## config.mk

```make
export PLATFORM = sky130hd
export DESIGN_NAME = vfcb_queue
export DESIGN_NICKNAME = d
export VERILOG_FILES = /design/src/sv/vfcb_pkg.sv /design/src/sv/vfcb_queue.sv
export SDC_FILE = /design/constraint.sdc
export NUM_CORES = 1
export LEC_CHECK = 0
export ABC_AREA = 1
export BUFFER_PORTS_ARGS = -buffer_cell sky130_fd_sc_hd__buf_2
export CORE_MARGIN = 10
export CORE_UTILIZATION = 57
export CTS_CLUSTER_DIAMETER = 60
export DETAILED_ROUTE_END_ITERATION = 8
export PLACE_DENSITY = 0.79
export SLEW_MARGIN = 20
export SYNTH_ARGS = -nofsm -noshare
export SYNTH_HDL_FRONTEND = slang
export SYNTH_SLANG_ARGS = --single-unit
```

## constraint.sdc

```tcl
create_clock -name clk -period 3.7 [get_ports clk]
set_input_delay 0.555 -clock clk [delete_from_list [all_inputs] [get_ports clk]]
set_output_delay 0.555 -clock clk [all_outputs]
set_load 0.02 [all_outputs]
```

## src/sv/vfcb_pkg.sv

```systemverilog
`default_nettype none

package vfcb_pkg;

    // Fraction precision of the blend factor (unsigned Q1.FRAC_BITS).
    localparam int FRAC_BITS = 16;

    // Decoupling queue between the front and back parts.
    localparam int QDEPTH = 4;
    localparam int QAW    = $clog2(QDEPTH);
    localparam int QCW    = $clog2(QDEPTH + 1);

    // Configuration register indexes.
    localparam int CFG_IDX_W = 2;
    localparam logic [CFG_IDX_W-1:0] REG_WINDOW_START = 2'd0;
    localparam logic [CFG_IDX_W-1:0] REG_WINDOW_END   = 2'd1;
    localparam logic [CFG_IDX_W-1:0] REG_FILL_COLOR   = 2'd2;
    localparam logic [CFG_IDX_W-1:0] REG_FADE_IN      = 2'd3;

    // Plane codes.
    localparam logic [1:0] PLANE_LUMA = 2'd0;
    localparam logic [1:0] PLANE_CR   = 2'd1;
    localparam logic [1:0] PLANE_CB   = 2'd2;
    localparam logic [1:0] PLANE_NONE = 2'd3;

    typedef struct packed {
        logic [31:0] frame_time_ms;
        logic        limited_range;
        logic [1:0]  plane;
        logic [7:0]  sample;
        logic        last_in_frame;
    } vfcb_pix_t;

    typedef struct packed {
        logic [7:0] sample_out;
        logic       last_out;
    } vfcb_res_t;

    // One classified item handed from the front part to the back part.
    typedef struct packed {
        logic [31:0] elapsed;
        logic [31:0] span;
        logic        pass;
        logic [7:0]  color;
        logic [7:0]  sample;
        logic        last;
    } vfcb_job_t;

endpackage

`default_nettype wire

```

## src/sv/vfcb_queue.sv

```systemverilog
`default_nettype none

module vfcb_queue (
    input  wire logic                     clk,
    input  wire logic                     rst_n,
    input  wire logic                     push,
    input  wire vfcb_pkg::vfcb_job_t      push_job,
    input  wire logic                     pop,
    output logic                          head_valid,
    output vfcb_pkg::vfcb_job_t           head_job,
    output logic [vfcb_pkg::QCW-1:0]      count
);
    import vfcb_pkg::*;

    vfcb_job_t      mem_reg [QDEPTH];
    logic [QAW-1:0] wr_ptr_reg, rd_ptr_reg;
    logic [QCW-1:0] count_reg;
    logic           do_pop;

    assign do_pop = pop && (count_reg != '0);

    always_ff @(posedge clk) begin
        if (push) begin
            mem_reg[wr_ptr_reg] <= push_job;
        end
    end

    always_ff @(posedge clk or negedge rst_n) begin
        if (!rst_n) begin
            wr_ptr_reg <= '0;
            rd_ptr_reg <= '0;
            count_reg  <= '0;
        end else begin
            if (push) begin
                wr_ptr_reg <= wr_ptr_reg + 1'b1;
            end
            if (do_pop) begin
                rd_ptr_reg <= rd_ptr_reg + 1'b1;
            end
            count_reg <= count_reg + QCW'(push) - QCW'(do_pop);
        end
    end

    assign head_valid = (count_reg != '0);
    assign head_job   = mem_reg[rd_ptr_reg];
    assign count      = count_reg;

endmodule

`default_nettype wire

```

==> summary.md <==
| Metric | Value |
|---|---|
| CTS root buffer | clkbuf_16 |
| Pwr dens | 846 nW/µm² |
| Final Cell Area | 15400 µm² |
| Crit start category | flip-flop |
| Syn Area/Cell | 12.2 µm² |
| Max FFs per register | 328 |
| Standard-cell rows | 55 |
| Number of global-route vias before repair | 8078 |
| Primary FF master, synth | edfxtp_1 |
| Final min period | 2860 ps |
| RSZ-0062 raised after global routing | false |
| Register-to-register setup slack | 1550 ps |
| YS warnings | 0 |
| Clock power share | 24.4% |
| First-pass GRT wire length | 42.4 mm |
| Router iterations before antenna repair | 5 |
| Initial antenna violation count | 5 |
| Worst slew pin tran | 790 ps |
| Clock Latency Late Sink | 490 ps |
| Final HPWL DP | 16.6 mm |
| Filler Cells Inserted | 1636 |
| Inserted Clock Buffers | 34 |
| # DRC | 0 |
| Non-filler cells, final | 1594 |
| CP Capture Type | primary output |
| Synthesized flop and latch total | 335 |
| Int Power | 8.19 mW |
| Die X-Extent | 173 µm |
| Post-Synthesis Net Count | 1184 |
| Clock sink count | 335 |
| Cell count after synthesis | 1091 |
| Post-synth top area share | 74.2% |
| Layout Skew | 8.34 ps |
| Final Cycle Share | 77.2% |
| Type of the worst setup path | flip-flop to primary output |
| DP Cell Count | 1533 |
| DP Area | 14400 µm² |
| DRT Wirelength | 26.7 mm |
| Worst Reg-to-Reg Cells | 5 |
| Yosys cell types | 19 |
| Sequential share of power | 39.7% |
| Power, Total | 13.1 mW |
| Clk slew on worst S/H paths | 60 ps |
| WHS Endpoint | mem_reg[0][70]$_DFFE_PP_ |
| Postcts setup bufs | 0 |
| Worst-path maximum fanout | 67 |
| Initial core utilization | 58.2% |
| Core area | 22800 µm² |
| Max Cap Viol | 0 |
| Peak supply drop | 0.000616 V |
| Area Overhead vs Synth | 16.2% |
| Largest net degree at the start of global routing | 142 |
| Top cells by count, synth | 328 x edfxtp_1, 262 x nand2_1, 165 x nor2_1, 96 x inv_1, 86 x o21ai_1 |
| Asr flop ratio synth | 2.09% |
| Die area | 29800 µm² |
| Global Route Usage Sum | 17.5% |
| Share of layout cells above drive strength 1 | 18.4% |
| Worst relative slew slack | 47.3% |
| Max Buffers Root-to-Sink | 3 |
| Synth area leaders | edfxtp_1 74%, nand2_1 7.4%, nor2_1 4.7% |
| Die Ht | 173 µm |
| Worst Hold Depth | 1 |
| Mapped cell area | 13300 µm² |
| Share of synthesized area occupied by flip-flops and latches | 75.6% |
| DR vias/cell | 5.10 |
| Worst R2R End | mem_reg[0][31]$_DFFE_PP_ |
| ANT nets after route | 0 |
| Hold Fails Final Rpt | 0 |
| Leading area contributor after synthesis | edfxtp_1 |
| Setup slack after layout | 843 ps |
| Comb power frac | 36.0% |
| # nets final | 1350 |
| Pre-CTS setup slack | 1350 ps |
| Sw frac | 37.2% |
| Slew Limit Fails | 0 |
| Final RePlAce weighted congestion | 0.754 |
| Status | finished clean |
| Starting DRT DRC Count | 605 |
| Io pins | 172 |
| CTS tree | built |
| EDFF count, synth | 328 |
| Sw power | 4.86 mW |
| Crit path required time | 3140 ps |
| Total Neg Setup Slack | 0 ps |
| Port bufs | 171 |
| H-tree levels | 2 |
| Final Setup Violations | 0 |
| CP arrival | 2300 ps |
| F_max | 0.350 GHz |
| Most frequent cell after synthesis | edfxtp_1 |
| GR Overflow Total | 0 |
| Hold Crit Start | push_job[70] |
| Vias post-DR | 8128 |
| Leakage | 6.23 nW |
| HP Class | input port to flip-flop |
| Avg WL per Cell | 16.8 µm |
| Reg2Reg Launch Point | wr_ptr_reg[0]$_DFFE_PN0P_ |
==> timing repair <==
action,in CTS,in global routing
hold buffers,1,0
resized for setup,0,0
hold endpoints to repair,7,0
==> per-layer routing <==
layer / vias up / part of all wire, % / GRT usage [%] / wire, µm
met4: 8 / 1.5 / 4.93 / 401
met1: 3856 / 42 / 21.7 / 11100
met3: 37 / 6.0 / 3.88 / 1610
met2: 218 / 51 / 30.2 / 13600
met5: - / 0.21 / 0 / 55
li1: 4009 / - / - / -
==> critical path, stage by stage, from the launching register on <==
cell and delay, ps:
dfrtp_1 410, inv_4 570, buf_12 320, nor2_1 70
o21ai_1 80, nand2_1 110, buf_2 180
==> cell families (layout without fill, tap and decap cells) <==
family / after synthesis / in the layout / share of synthesized area (%)
and+or+nand+nor: 429 / 429 / 12.2
DFF: 335 / 335 / 75.6
AOI/OAI and AO/OA: 165 / 165 / 6.22
buffers and inverters: 152 / 341 / 5.15
adders and majority gates: 7 / 7 / 0.717
xor gates and xnor gates: 3 / 3 / 0.198
other: 0 / 1 / 0
==> cells in the final DEF, fill, tap and decap left out <==
cell type      count
nor2_1           165
nand2_1          262
edfxtp_1         328
dlygate4sd3_1      1
bufinv_16          2
dfrtp_4            1
buf_4              7
fa_1               1
buf_12             6
xor2_1             2
clkbuf_1           9
buf_2            171
clkbuf_16         35
dfrtp_1            6
inv_2              1
ha_1               6
clkinv_1           6
nand3_1            2
inv_1             91
o21ai_1           86
inv_6              1
o21ai_0           79
inv_4              1
clkinv_2          10
xnor2_1            1
diode_2            1
==> worst max-delay path by stage <==
stage | from | endpoint | cells after the start
final | rd_ptr_reg[1]$_DFFE_PN0P_ | head_job[60] | 6
after global placement | rd_ptr_reg[1]$_DFFE_PN0P_ | head_job[0] | 6
after detailed placement | rd_ptr_reg[1]$_DFFE_PN0P_ | head_job[0] | 6
after CTS | rd_ptr_reg[1]$_DFFE_PN0P_ | head_job[0] | 6
after global routing | rd_ptr_reg[1]$_DFFE_PN0P_ | head_job[0] | 6
after floorplan | push | mem_reg[1][0]$_DFFE_PP_ | 3
==> metrics by stage <==
| stage | util (%) | hold WS [ps] |
|---|---|---|
| after floorplan | - | 259 |
| after global placement | 63.1 | 401 |
| after detailed placement | 63.1 | 408 |
| after CTS | 67.7 | 252 |
| after global routing | 67.7 | 257 |
| final | 67.7 | 270 |
==> area by class of cell <==
class	count	area (µm²)	share of cell area, %
clock inverters	15	121	0.787
diodes	1	2.50	0.0162
multi-input cells	604	2560	16.6
inverters	97	372	2.41
flip-flops and latches	335	10000	65.0
clock buffers	44	910	5.90
well taps	313	392	2.54
repair buffers	185	1040	6.73
==> power by group through the flow <==
stage          combinational, mW  sequential, mW  clock [mW]
4_1_cts                     4.79            5.19        3.24
3_3_place_gp                4.66            5.23           0
6_report                    4.69            5.18        3.18
3_5_place_dp                4.76            5.26           0
5_1_grt                     5.23            5.24        3.39
2_1_floorplan               3.28            5.24           0
No activity file was read; power rests on OpenSTA's default activity.
