==> config.mk <==
export PLATFORM = sky130hd
export DESIGN_NAME = vfcb_back
export DESIGN_NICKNAME = d
export VERILOG_FILES = /design/src/sv/vfcb_pkg.sv /design/src/sv/vfcb_back.sv
export SDC_FILE = /design/constraint.sdc
export NUM_CORES = 2
export LEC_CHECK = 0
export BUFFER_PORTS_ARGS = -buffer_cell sky130_fd_sc_hd__buf_2
export CAP_MARGIN = 10
export CELL_PAD_IN_SITES_DETAIL_PLACEMENT = 1
export CELL_PAD_IN_SITES_GLOBAL_PLACEMENT = 1
export CORE_UTILIZATION = 55
export DETAILED_ROUTE_END_ITERATION = 6
export PLACE_DENSITY = 0.87
export SYNTH_ARGS = -nofsm -noshare
export SYNTH_HDL_FRONTEND = slang
export SYNTH_SLANG_ARGS = --single-unit
==> constraint.sdc <==
create_clock -name clk -period 75.1 [get_ports clk]
set_input_delay 7.51 -clock clk [delete_from_list [all_inputs] [get_ports clk]]
set_output_delay 7.51 -clock clk [all_outputs]
set_load 0.02 [all_outputs]
==> src/sv/vfcb_pkg.sv <==
`default_nettype none

package vfcb_pkg;

    // Fraction precision of the blend factor (unsigned Q1.FRAC_BITS).
    localparam int FRAC_BITS = 16;

    // Decoupling queue between the front and back parts.
    localparam int QDEPTH = 4;
    localparam int QAW    = $clog2(QDEPTH);
    localparam int QCW    = $clog2(QDEPTH + 1);

    // Configuration register indexes.
    localparam int CFG_IDX_W = 2;
    localparam logic [CFG_IDX_W-1:0] REG_WINDOW_START = 2'd0;
    localparam logic [CFG_IDX_W-1:0] REG_WINDOW_END   = 2'd1;
    localparam logic [CFG_IDX_W-1:0] REG_FILL_COLOR   = 2'd2;
    localparam logic [CFG_IDX_W-1:0] REG_FADE_IN      = 2'd3;

    // Plane codes.
    localparam logic [1:0] PLANE_LUMA = 2'd0;
    localparam logic [1:0] PLANE_CR   = 2'd1;
    localparam logic [1:0] PLANE_CB   = 2'd2;
    localparam logic [1:0] PLANE_NONE = 2'd3;

    typedef struct packed {
        logic [31:0] frame_time_ms;
        logic        limited_range;
        logic [1:0]  plane;
        logic [7:0]  sample;
        logic        last_in_frame;
    } vfcb_pix_t;

    typedef struct packed {
        logic [7:0] sample_out;
        logic       last_out;
    } vfcb_res_t;

    // One classified item handed from the front part to the back part.
    typedef struct packed {
        logic [31:0] elapsed;
        logic [31:0] span;
        logic        pass;
        logic [7:0]  color;
        logic [7:0]  sample;
        logic        last;
    } vfcb_job_t;

endpackage

`default_nettype wire

==> src/sv/vfcb_back.sv <==
`default_nettype none

module vfcb_back (
    input  wire logic                  clk,
    input  wire logic                  rst_n,
    input  wire logic                  head_valid,
    input  wire vfcb_pkg::vfcb_job_t   head_job,
    output logic                       pop,
    input  wire logic                  fade_in,
    output logic                       res_valid,
    input  wire logic                  res_stall,
    output vfcb_pkg::vfcb_res_t        res
);
    import vfcb_pkg::*;

    localparam int NST = FRAC_BITS + 1;
    localparam int SH  = FRAC_BITS - 8;
    localparam int PW  = FRAC_BITS + 9;
    localparam int RW  = FRAC_BITS + 16;
    localparam logic [FRAC_BITS:0] ONE    = (FRAC_BITS+1)'(1) << FRAC_BITS;
    localparam logic [RW-1:0]      RMASK  = (RW'(1) << SH) - RW'(1);
    localparam logic [RW-1:0]      RTHR   = RW'(51) << SH;

    typedef struct packed {
        logic [31:0]        rem;
        logic [FRAC_BITS:0] quo;
        logic [31:0]        span;
        logic               pass;
        logic [7:0]         color;
        logic [7:0]         sample;
        logic               last;
    } div_t;

    logic en;
    logic d_valid_reg [NST];
    div_t d_reg       [NST];

    logic               f_valid_reg;
    logic [FRAC_BITS:0] f_g_reg;
    logic [PW-1:0]      f_p_reg;
    logic               f_pass_reg;
    logic [7:0]         f_sample_reg;
    logic               f_last_reg;

    logic               m_valid_reg;
    logic [8:0]         m_weight_reg;
    logic [15:0]        m_term_reg;
    logic               m_pass_reg;
    logic [7:0]         m_sample_reg;
    logic               m_last_reg;

    logic               o_valid_reg;
    vfcb_res_t          o_reg;

    logic [FRAC_BITS:0] f_raw, f_adj;
    logic [RW-1:0]      g_w, p_w;
    logic [8:0]         weight_next;
    logic [15:0]        term_next;
    logic [16:0]        px;

    // The whole back pipeline holds while a result waits at a stalled output.
    assign en  = !(o_valid_reg && res_stall);
    assign pop = en && head_valid;

    // Long division, one quotient bit per stage, remainder kept below the span for items that are not passed.
    always_ff @(posedge clk) begin
        if (en) begin
            d_reg[0].quo  <= (FRAC_BITS+1)'(head_job.elapsed >= head_job.span);
            d_reg[0].rem  <= (head_job.elapsed >= head_job.span) ?
                             head_job.elapsed - head_job.span : head_job.elapsed;
            d_reg[0].span   <= head_job.span;
            d_reg[0].pass   <= head_job.pass;
            d_reg[0].color  <= head_job.color;
            d_reg[0].sample <= head_job.sample;
            d_reg[0].last   <= head_job.last;
        end
    end

    for (genvar i = 1; i < NST; i++) begin : g_div
        logic [32:0] dbl;
        logic        bit_q;
        div_t        stage_next;
        assign dbl   = {d_reg[i-1].rem, 1'b0};
        assign bit_q = (dbl >= {1'b0, d_reg[i-1].span});
        always_comb
        begin
            stage_next     = d_reg[i-1];
            stage_next.quo = {d_reg[i-1].quo[FRAC_BITS-1:0], bit_q};
            stage_next.rem = bit_q ? 32'(dbl - {1'b0, d_reg[i-1].span}) : dbl[31:0];
        end
        always_ff @(posedge clk) begin
            if (en) begin
                d_reg[i] <= stage_next;
            end
        end
    end

    for (genvar i = 0; i < NST; i++) begin : g_dv
        always_ff @(posedge clk or negedge rst_n) begin
            if (!rst_n) begin
                d_valid_reg[i] <= 1'b0;
            end else if (en) begin
                d_valid_reg[i] <= (i == 0) ? head_valid : d_valid_reg[(i == 0) ? 0 : i-1];
            end
        end
    end

    // Fraction, its complement and the colour product.
    always_comb
    begin
        f_raw = d_reg[NST-1].quo;
        f_adj = (f_raw > ONE) ? ONE : f_raw;
        if (fade_in) begin
            f_adj = ONE - f_adj;
        end
    end

    always_ff @(posedge clk or negedge rst_n) begin
        if (!rst_n) begin
            f_valid_reg <= 1'b0;
            m_valid_reg <= 1'b0;
            o_valid_reg <= 1'b0;
        end else if (en) begin
            f_valid_reg <= d_valid_reg[NST-1];
            m_valid_reg <= f_valid_reg;
            o_valid_reg <= m_valid_reg;
        end
    end

    always_ff @(posedge clk) begin
        if (en) begin
            f_g_reg      <= ONE - f_adj;
            f_p_reg      <= PW'(d_reg[NST-1].color) * PW'(f_adj);
            f_pass_reg   <= d_reg[NST-1].pass;
            f_sample_reg <= d_reg[NST-1].sample;
            f_last_reg   <= d_reg[NST-1].last;
        end
    end

    // floor(v / 2^SH + 0.49): round up when the dropped part is at least 0.51.
    always_comb
    begin
        g_w = RW'(f_g_reg);
        p_w = RW'(f_p_reg);
        weight_next = 9'(g_w >> SH) + 9'(((g_w & RMASK) * RW'(100)) >= RTHR);
        term_next   = 16'(p_w >> SH) + 16'(((p_w & RMASK) * RW'(100)) >= RTHR);
    end

    always_ff @(posedge clk) begin
        if (en) begin
            m_weight_reg <= weight_next;
            m_term_reg   <= term_next;
            m_pass_reg   <= f_pass_reg;
            m_sample_reg <= f_sample_reg;
            m_last_reg   <= f_last_reg;
        end
    end

    assign px = (17'(m_weight_reg) * 17'(m_sample_reg) + 17'(m_term_reg)) >> 8;

    always_ff @(posedge clk) begin
        if (en) begin
            if (m_pass_reg) begin
                o_reg.sample_out <= m_sample_reg;
            end else begin
                o_reg.sample_out <= (px > 17'd255) ? 8'd255 : px[7:0];
            end
            o_reg.last_out <= m_last_reg;
        end
    end

    assign res_valid = o_valid_reg;
    assign res       = o_reg;

endmodule

`default_nettype wire

==> results.toml <==
[clock_tree]
cts_hold_buf = 0
numCtsBuffers = 170
clk_latency_ns = 0.82
root_buffer = "clkbuf_16"
ctsLongestPathBuffers = 3
htreeDepth = 4
cts_tree = "built"
cts_sinks = 1598
cts_resized = 0
clk_pin_slew_ns = 0.06
cts_setup_buffers = 0

[routing]
dr.pass1.iters = 7
via_per_inst = 5.80
wl_per_cell_microns = 21.2
drc = 0
met1_length_microns = 79200
route.met2.wl_microns = 116000
route.vias.total = 59000
highest_layer = "met4"
dr_wl_met3_microns = 5940
routed_wl_microns = 216000
ant_nets = 0
drt_first_iter_violations = 2426

[die]
core_sq_um = 161000
start_util_pct = 55.6
die_w_microns = 406
dieArea_sq_um = 165000
pin_count = 98
fp.dieH_microns = 406
fp-row-count = 147

[sta]
maxSlewViolCount = 0
rsz0062_at_grt = "false"
setup_viol = 0
max_freq_mhz = 60.9
skew_ns = 0.0465
period_share_pct = 21.9
worst_pin_slew_ns = 1.21
min_period_ns = 16.42
hold_viol = 0
worst_hold_slack_ns = 0.391
maxSlewHeadroom_pct = 19.0
finalSetupTns_ns = 0

[layout]
layout-drive-gt1-share_pct = 5.95
largest_register_ffs = 1483
fin_nets = 8812
fin_area_sq_um = 98300
postLayoutCoreUtil_pct = 61.0
syn_to_final_growth_pct = 9.61

[hold_path]
hp-class = "reg -> reg"

[synthesis]
avgSynthCellArea_sq_um = 11.6
synth-seq-cells = 1598
async_flop_share_pct = 1.25
yosysTopAreaCell = "edfxtp_1"
synth_cell_types = 87
ys_top_cells_by_count = "1,578 x edfxtp_1, 889 x inv_1, 682 x ha_1, 554 x a21oi_1, 515 x nand2_1"
synth.most_common_cell = "edfxtp_1"
ys_seq_area_share_pct = 53.4
synth_edf_count = 1578
synthFlopType = "edfxtp_1"
syn_inst = 7706
syn_nets = 8642
synth_area_leaders = "edfxtp_1 53%, ha_1 9.5%, fa_1 3.7%"
synth_top_cell_area_share_pct = 52.8
yosysWarningCount = 0
synth_area_sq_um = 89700

[global_route]
grt_pass1_vias = 65200
grt.overflow.total = 0
grt_util_all_layers_pct = 26.3
grt_pass1_wl_microns = 342000
grt_max_degree = 177
grt_antenna_before_repair = 5

[critical_path]
cp-end-kind = "output port"
slowest_stage = "nand2_4"
crit_fanout = 91
worst-setup-path-type = "in -> out"
path_cells = "buf_2 > nand2_4 > and2_1 > buf_2"
slowest_delay_ns = 0.80
worst_ep_required_time_ns = 67.59
crit_arrival_ns = 8.91
crit_top_cell = "buf_2"
cp-start-kind = "input pin"

[placed_design]
port_buffers = 97
gp_congestion = 0.944
dp_hpwl_microns = 162000
place_area_sq_um = 92800

[job]
cap_violations = 0

[run_status]
status = "completed"
==> kinds of logic (layout without fill, tap and decap cells) <==
kind of cell             after synthesis  count (layout)  share of synthesized area (%)
flip-flops                          1598            1598                           53.4
AO/OA/AOI/OAI                       1773            1773                           12.4
buffers and inverters               1039            1345                           4.39
adder cells (fa/ha/maj)              849             849                           13.2
other                                  0               3                              0
multiplexers                         180             180                           2.24
XOR/XNOR                             479             479                           4.68
AND/OR/NAND/NOR                     1788            1788                           9.67
==> path summary, 6_finish.rpt <==
check                                  endpoint           start  slack (ns)  cells past startpoint
worst max-delay path                        pop       res_stall       58.68                      4
worst min-delay path               d_reg[0][99]     d_reg[0][0]        0.39                      0
worst max register to register      f_p_reg[23]  d_reg[0][1650]       67.20                     24
worst min register to register     d_reg[0][99]     d_reg[0][0]        0.39                      0
max in group asynchronous       d_valid_reg[10]           rst_n       68.10                      1
min in group asynchronous             res_valid           rst_n        6.66                      1
==> cell usage in the layout, fill, tap and decap left out, types with 134 or more instances in the layout <==
cell,instances
xor2_1,181
edfxtp_1,1578
nand2_1,513
ha_1,682
inv_1,889
fa_1,167
a21oi_1,554
nor2_1,445
a21o_1,239
and2_1,171
o21ai_0,198
o21ai_1,226
mux2_1,134
clkbuf_16,173
xnor2_1,298
==> critical path: cells and delay by family <==
family	cells	cell delay, ns
and+or+nand+nor	2	1.08
buffers and inverters	2	0.31
==> per-stage QoR <==
stage | worst slack [ns] | cells
CTS | 58.65 | 10200
detailed placement | 58.67 | 9864
finish | 58.68 | 10200
floorplan | 19.18 | 7706
global placement | 58.73 | 9864
global route | 58.52 | 10200
==> layer usage <==
layer  global-route usage (%)  vias up
met3                     3.21      629
li1                         -    28100
met5                        0        -
met1                     26.7    29200
met2                     50.2     1137
met4                     17.0        0
==> final cells by class <==
type,instances,area (sq um)
Sequential cell,1598,47900
Clock buffer,217,4590
Tap cell,2160,2700
Inverter,898,3370
Timing Repair Buffer,139,826
Antenna cell,3,7.51
Multi-Input combinational cell,5069,38000
Fill cell,16500,63000
Clock inverter,91,948
Power is left out: the tool's default activity adds up to more than one toggle a clock period on the data nets, which glitch-free logic cannot reach.
