`config.mk`:
```
export PLATFORM = sky130hd
export DESIGN_NAME = vfcb_front
export DESIGN_NICKNAME = d
export VERILOG_FILES = /design/src/sv/vfcb_pkg.sv /design/src/sv/vfcb_front.sv
export SDC_FILE = /design/constraint.sdc
export NUM_CORES = 1
export LEC_CHECK = 0
export BUFFER_PORTS_ARGS = -buffer_cell sky130_fd_sc_hd__buf_2
export CORE_UTILIZATION = 65
export CTS_CLUSTER_SIZE = 10
export DETAILED_ROUTE_END_ITERATION = 10
export PLACE_DENSITY = 0.88
export SLEW_MARGIN = 15
export SYNTH_ARGS = -nofsm -noshare
export SYNTH_HDL_FRONTEND = slang
export SYNTH_SLANG_ARGS = --single-unit
```
`constraint.sdc`:
```
create_clock -name clk -period 31 [get_ports clk]
set_input_delay 3.1 -clock clk [delete_from_list [all_inputs] [get_ports clk]]
set_output_delay 3.1 -clock clk [all_outputs]
set_load 0.005 [all_outputs]
```
`src/sv/vfcb_pkg.sv`:
```
`default_nettype none

package vfcb_pkg;

    // Fraction precision of the blend factor (unsigned Q1.FRAC_BITS).
    localparam int FRAC_BITS = 16;

    // Decoupling queue between the front and back parts.
    localparam int QDEPTH = 4;
    localparam int QAW    = $clog2(QDEPTH);
    localparam int QCW    = $clog2(QDEPTH + 1);

    // Configuration register indexes.
    localparam int CFG_IDX_W = 2;
    localparam logic [CFG_IDX_W-1:0] REG_WINDOW_START = 2'd0;
    localparam logic [CFG_IDX_W-1:0] REG_WINDOW_END   = 2'd1;
    localparam logic [CFG_IDX_W-1:0] REG_FILL_COLOR   = 2'd2;
    localparam logic [CFG_IDX_W-1:0] REG_FADE_IN      = 2'd3;

    // Plane codes.
    localparam logic [1:0] PLANE_LUMA = 2'd0;
    localparam logic [1:0] PLANE_CR   = 2'd1;
    localparam logic [1:0] PLANE_CB   = 2'd2;
    localparam logic [1:0] PLANE_NONE = 2'd3;

    typedef struct packed {
        logic [31:0] frame_time_ms;
        logic        limited_range;
        logic [1:0]  plane;
        logic [7:0]  sample;
        logic        last_in_frame;
    } vfcb_pix_t;

    typedef struct packed {
        logic [7:0] sample_out;
        logic       last_out;
    } vfcb_res_t;

    // One classified item handed from the front part to the back part.
    typedef struct packed {
        logic [31:0] elapsed;
        logic [31:0] span;
        logic        pass;
        logic [7:0]  color;
        logic [7:0]  sample;
        logic        last;
    } vfcb_job_t;

endpackage

`default_nettype wire

```
`src/sv/vfcb_front.sv`:
```
`default_nettype none

module vfcb_front (
    input  wire logic                   clk,
    input  wire logic                   rst_n,
    input  wire logic                   pix_valid,
    output logic                        pix_stall,
    input  wire vfcb_pkg::vfcb_pix_t    pix,
    input  wire logic [31:0]            window_start_ms,
    input  wire logic [31:0]            window_end_ms,
    input  wire logic [23:0]            fill_color_rgb,
    input  wire logic [vfcb_pkg::QCW-1:0] q_count,
    output logic                        push,
    output vfcb_pkg::vfcb_job_t         job
);
    import vfcb_pkg::*;

    // Division by 1000 as multiplication by a reciprocal; exact for inputs below 2^18.
    localparam logic [18:0] RECIP  = 19'd268436;
    localparam int          RSHIFT = 28;

    logic [31:0] lo, hi, span;

    logic               a_valid_reg;
    logic [31:0]        a_elapsed_reg;
    logic [31:0]        a_span_reg;
    logic               a_pass_reg;
    logic               a_limited_reg;
    logic [1:0]         a_plane_reg;
    logic signed [19:0] a_sum_reg;
    logic [7:0]         a_sample_reg;
    logic               a_last_reg;

    logic               b_valid_reg;
    vfcb_job_t          b_job_reg;

    logic               accept;
    logic [QCW:0]       occupancy;
    logic [31:0]        t;
    logic               pass_next;
    logic signed [19:0] kr, kg, kb, rr, gg, bb, sum_next;

    logic               neg;
    logic [19:0]        mag;
    logic [17:0]        x;
    logic [36:0]        prod;
    logic signed [10:0] v, vmin, vmax;
    logic [7:0]         color_next;

    // Window bounds, ordered so that lo never exceeds hi.
    assign lo   = (window_start_ms > window_end_ms) ? window_end_ms : window_start_ms;
    assign hi   = (window_start_ms > window_end_ms) ? window_start_ms : window_end_ms;
    assign span = hi - lo;

    // Credit check: queue entries plus items in flight here never exceed the depth.
    assign occupancy = {1'b0, q_count} + (QCW+1)'(a_valid_reg) + (QCW+1)'(b_valid_reg);
    assign pix_stall = (occupancy >= (QCW+1)'(QDEPTH));
    assign accept    = pix_valid && !pix_stall;

    assign t = pix.frame_time_ms;

    always_comb
    begin
        pass_next = (lo == hi) || (t < lo) || (t > hi) ||
                    (pix.plane == PLANE_NONE);
        rr = {12'd0, fill_color_rgb[23:16]};
        gg = {12'd0, fill_color_rgb[15:8]};
        bb = {12'd0, fill_color_rgb[7:0]};
        kr = '0;
        kg = '0;
        kb = '0;
        if (pix.limited_range) begin
            unique case (pix.plane)
                PLANE_LUMA: begin kr = 20'sd257;  kg = 20'sd504;  kb = 20'sd98;  end
                PLANE_CR:   begin kr = 20'sd439;  kg = -20'sd368; kb = -20'sd71; end
                default:    begin kr = -20'sd148; kg = -20'sd291; kb = 20'sd439; end
            endcase
        end else begin
            unique case (pix.plane)
                PLANE_LUMA: begin kr = 20'sd299;  kg = 20'sd587;  kb = 20'sd114; end
                PLANE_CR:   begin kr = 20'sd500;  kg = -20'sd419; kb = -20'sd81; end
                default:    begin kr = -20'sd169; kg = -20'sd331; kb = 20'sd500; end
            endcase
        end
        sum_next = kr * rr + kg * gg + kb * bb;
    end

    always_ff @(posedge clk or negedge rst_n) begin
        if (!rst_n) begin
            a_valid_reg <= 1'b0;
        end else begin
            a_valid_reg <= accept;
        end
    end

    always_ff @(posedge clk) begin
        if (accept) begin
            a_elapsed_reg <= t - lo;
            a_span_reg    <= span;
            a_pass_reg    <= pass_next;
            a_limited_reg <= pix.limited_range;
            a_plane_reg   <= pix.plane;
            a_sum_reg     <= sum_next;
            a_sample_reg  <= pix.sample;
            a_last_reg    <= pix.last_in_frame;
        end
    end

    // Rounded division by 1000 (half away from zero), offset and clamp.
    always_comb
    begin
        neg  = a_sum_reg[19];
        mag  = neg ? 20'(-a_sum_reg) : 20'(a_sum_reg);
        x    = mag[17:0] + 18'd500;
        prod = 37'(x) * 37'(RECIP);
        v    = neg ? -11'(prod[RSHIFT+7:RSHIFT]) : 11'(prod[RSHIFT+7:RSHIFT]);
        if (a_limited_reg) begin
            vmin = 11'sd16;
            if (a_plane_reg == PLANE_LUMA) begin
                v    = v + 11'sd16;
                vmax = 11'sd235;
            end else begin
                v    = v + 11'sd128;
                vmax = 11'sd240;
            end
        end else begin
            vmin = 11'sd0;
            vmax = 11'sd255;
            if (a_plane_reg != PLANE_LUMA) begin
                v = v + 11'sd128;
            end
        end
        if (v < vmin) begin
            color_next = vmin[7:0];
        end else if (v > vmax) begin
            color_next = vmax[7:0];
        end else begin
            color_next = v[7:0];
        end
    end

    always_ff @(posedge clk or negedge rst_n) begin
        if (!rst_n) begin
            b_valid_reg <= 1'b0;
        end else begin
            b_valid_reg <= a_valid_reg;
        end
    end

    always_ff @(posedge clk) begin
        if (a_valid_reg) begin
            b_job_reg.elapsed <= a_elapsed_reg;
            b_job_reg.span    <= a_span_reg;
            b_job_reg.pass    <= a_pass_reg;
            b_job_reg.color   <= color_next;
            b_job_reg.sample  <= a_sample_reg;
            b_job_reg.last    <= a_last_reg;
        end
    end

    assign push = b_valid_reg;
    assign job  = b_job_reg;

endmodule

`default_nettype wire

```
==> metrics.md <==
| Metric | Value |
|---|---|
| Status | `finished clean` |
| DR vias/cell | `about 6.0` |
| Maximum root-to-sink buffer count | `2` |
| Final Critical Period | `about 12000 ps` |
| CTS tree | `yes` |
| Die area | `40610 um2` |
| Distinct cell type count after synthesis | `between 90 and 100` |
| Mapped Nets | `between 3000 and 4000` |
| Gates resized, CTS repair | `0` |
| Yosys warns | `0` |
| Final Skew | `about 18 ps` |
| Row count | `72` |
| Routed wire length per instance | `19.17 um` |
| Max_slew headroom | `0.2184` |
| Io pins | `about 220` |
| Final WL | `~65000 um` |
| Fin worst setup slack | `between 15000 and 20000 ps` |
| Setup bufs post-CTS | `0` |
| Syn Area/Cell | `roughly 9.7 um2` |
| CP peak stage delay | `600 ps` |
| DR iter-0 viols | `approximately 1700` |
| Slew @ Worst Pin | `approximately 1200 ps` |
| H-tree depth | `4` |
| Design area | `around 28000 um2` |
| Root buf cell | `clkbuf_16` |
| Num Clock Sinks | `180` |
| Slack of the worst reg-to-reg path | `slightly below 20000 ps` |
| Critical Path Sink Type | `register` |
| Fillers | `around 2700` |
| Post-Syn Area | `approximately 26000 um2` |
| Worst slack, placed | `19580 ps` |
| Synth Instances | `between 2000 and 3000` |
| CTS Hold Bufs | `0` |
| Number of nets in the layout | `3645` |
| Die width | `slightly above 200 um` |
| Via count | `roughly 20000` |
| Post-synth ARST share | `0.01111` |
| Most frequent cells in the layout | `inv_1 (517), ha_1 (342), fa_1 (313), buf_2 (221), edfxtp_1 (178)` |
| Drt pass-1 iters | `6` |
| Number of I/O port buffers | `~220` |
| Routed Antenna Nets | `0` |
| Critical path class | `register to register` |
| Synth Flop Type | `edfxtp_1` |
| Number of synthesized flops with an enable pin | `around 180` |
| DRC viols | `0` |
| Die H | `approximately 200 um` |
| Initial Util | `0.6648` |
| Most used cell, CP | `inv_1` |
| Worst setup SP type | `register` |
| Final Max Slew Viols | `0` |
| Final setup fails | `0` |
| Seq/Total Area, Yosys | `0.2085` |
| Commonest non-fill, non-tap cell in the layout | `inv_1` |
| Setup TNS | `0 ps` |
| Hold Crit Class | `register to register` |
| Number of global-route vias before repair | `approximately 21000` |
| Crit path DAT | `11940 ps` |
| Data required, critical path | `around 31000 ps` |
| Final Hold Fails | `0` |
| Placed cell area | `27460 um2` |
| Worst-Skew Late Latency | `450 ps` |
| Initial antenna violation count | `10` |
| Total gr overflow | `0` |
| CTS clk-pin slew, worst paths | `~80 ps` |
| Flops & latches, synth | `180` |
| Core area | `between 30000 and 40000 um2` |
| Crit share post-route | `0.3749` |
| Crit-path max FO | `10` |
| Slowest CP cell | `xnor2_1` |
| Max Clock Freq | `~86 MHz` |
| Total CTS buffers | `17` |
| Max FFs per register | `82` |
| Maxcap violations | `0` |
| Area Growth Syn to Fin | `8.584%` |
| RePlAce Congestion | `0.9712` |
| Maximum number of pins on one net before global-route repair | `70` |
| Utilization after layout | `0.7219` |
| Fraction of layout cells with a size suffix above 1 | `0.1103` |
| Post-DP HPWL | `about 54000 um` |
| Global-route usage over all layers | `0.3259` |
| RSZ-0062 raised after global routing | `no` |
| First-pass GRT wire length | `105300 um` |
-- critical path, delay by kind of cell, from the launching register on --
family                   cells  cell delay (ps)
AO/OA/AOI/OAI                7             1750
XOR/XNOR                     6             2170
adder cells (fa/ha/maj)      9             3460
buffers and inverters        6              410
flip-flops                   1              540
multiplexers                 1              310
AND/OR/NAND/NOR             12             2810
-- cell families after synthesis --
logic type | synth area share
AND/OR/NAND/NOR | 0.1273
flip-flops | 0.2085
multiplexers | 0.004111
buffers and inverters | 0.08666
XOR/XNOR | 0.05121
adder cells (fa/ha/maj) | 0.4076
AO/OA/AOI/OAI | 0.1146
-- cell usage after synthesis (9+ instances only) --
| library cell | instances | area, um2 |
|---|---|---|
| inv_1 | 517 | 1941 |
| ha_1 | 342 | 4279 |
| fa_1 | 313 | 6266 |
| edfxtp_1 | 178 | 5345 |
| nand2_1 | 152 | 570.6 |
| a21oi_1 | 144 | 720.7 |
| nor2_1 | 135 | 506.7 |
| xnor2_1 | 104 | 910.9 |
| and2_1 | 90 | 563.0 |
| o21ai_0 | 73 | 365.4 |
| clkbuf_1 | 56 | 210.2 |
| nand3_1 | 42 | 210.2 |
| nor2b_1 | 41 | 256.5 |
| and3_1 | 40 | 250.2 |
| a21o_1 | 38 | 285.3 |
| nor3_1 | 38 | 190.2 |
| xor2_1 | 36 | 315.3 |
| nand2b_1 | 29 | 181.4 |
| nand4_1 | 19 | 118.9 |
| o21a_1 | 17 | 127.6 |
| a21boi_0 | 15 | 112.6 |
| o21bai_1 | 14 | 105.1 |
| or3_1 | 13 | 81.33 |
| a211oi_1 | 12 | 90.09 |
| a31oi_1 | 12 | 75.07 |
| o31ai_1 | 11 | 82.58 |
| o211ai_1 | 10 | 75.07 |
| or2_2 | 10 | 62.56 |
| o22ai_1 | 9 | 56.30 |
-- through the flow --
stage                     cells  hold WS [ps]
final                      3392         410.1
after CTS                  3383         415.2
after global routing       3392         419.9
after floorplan            2671         400.3
after global placement     3351         401.8
after detailed placement   3351         404.5
-- final cells by class --
cell class	instances	area (um2)	share of cell area
Antenna cell	9	22.52	0.0008017
Clock inverter	14	186.4	0.006636
Multi-Input combinational cell	1900	18250	0.6497
Clock buffer	18	429.2	0.01528
Timing Repair Buffer	235	1211	0.04311
Sequential cell	180	5399	0.1922
Inverter	518	1944	0.06921
Tap cell	518	648.1	0.02307
-- worst paths after layout --
path / startpoint / to / cells past startpoint
setup / recovery: a_sum_reg[0]$_DFFE_PP_ / job[9]$_SDFFCE_PP0P_ / 41
hold / removal: a_span_reg[2]$_DFFE_PP_ / job[20]$_DFFE_PP_ / 0
setup reg to reg: a_sum_reg[0]$_DFFE_PP_ / job[9]$_SDFFCE_PP0P_ / 41
hold reg to reg: a_span_reg[2]$_DFFE_PP_ / job[20]$_DFFE_PP_ / 0
max in group asynchronous: rst_n / a_valid_reg$_DFF_PN0_ / 1
min in group asynchronous: rst_n / push$_DFF_PN0_ / 1
-- per-layer routing --
metal  vias up  share of wire  GRT usage  wire length [um]
met5         -        0.00015          0                10
met4         2          0.031     0.1136              2044
met3       157          0.071    0.04843              4611
met2       912           0.49     0.5569             32170
met1      9854           0.40     0.4232             26180
li1       9261              -          -                 -
Power is not shown: default switching activity piles up to over one toggle a cycle in this logic, so the estimate is an artifact.
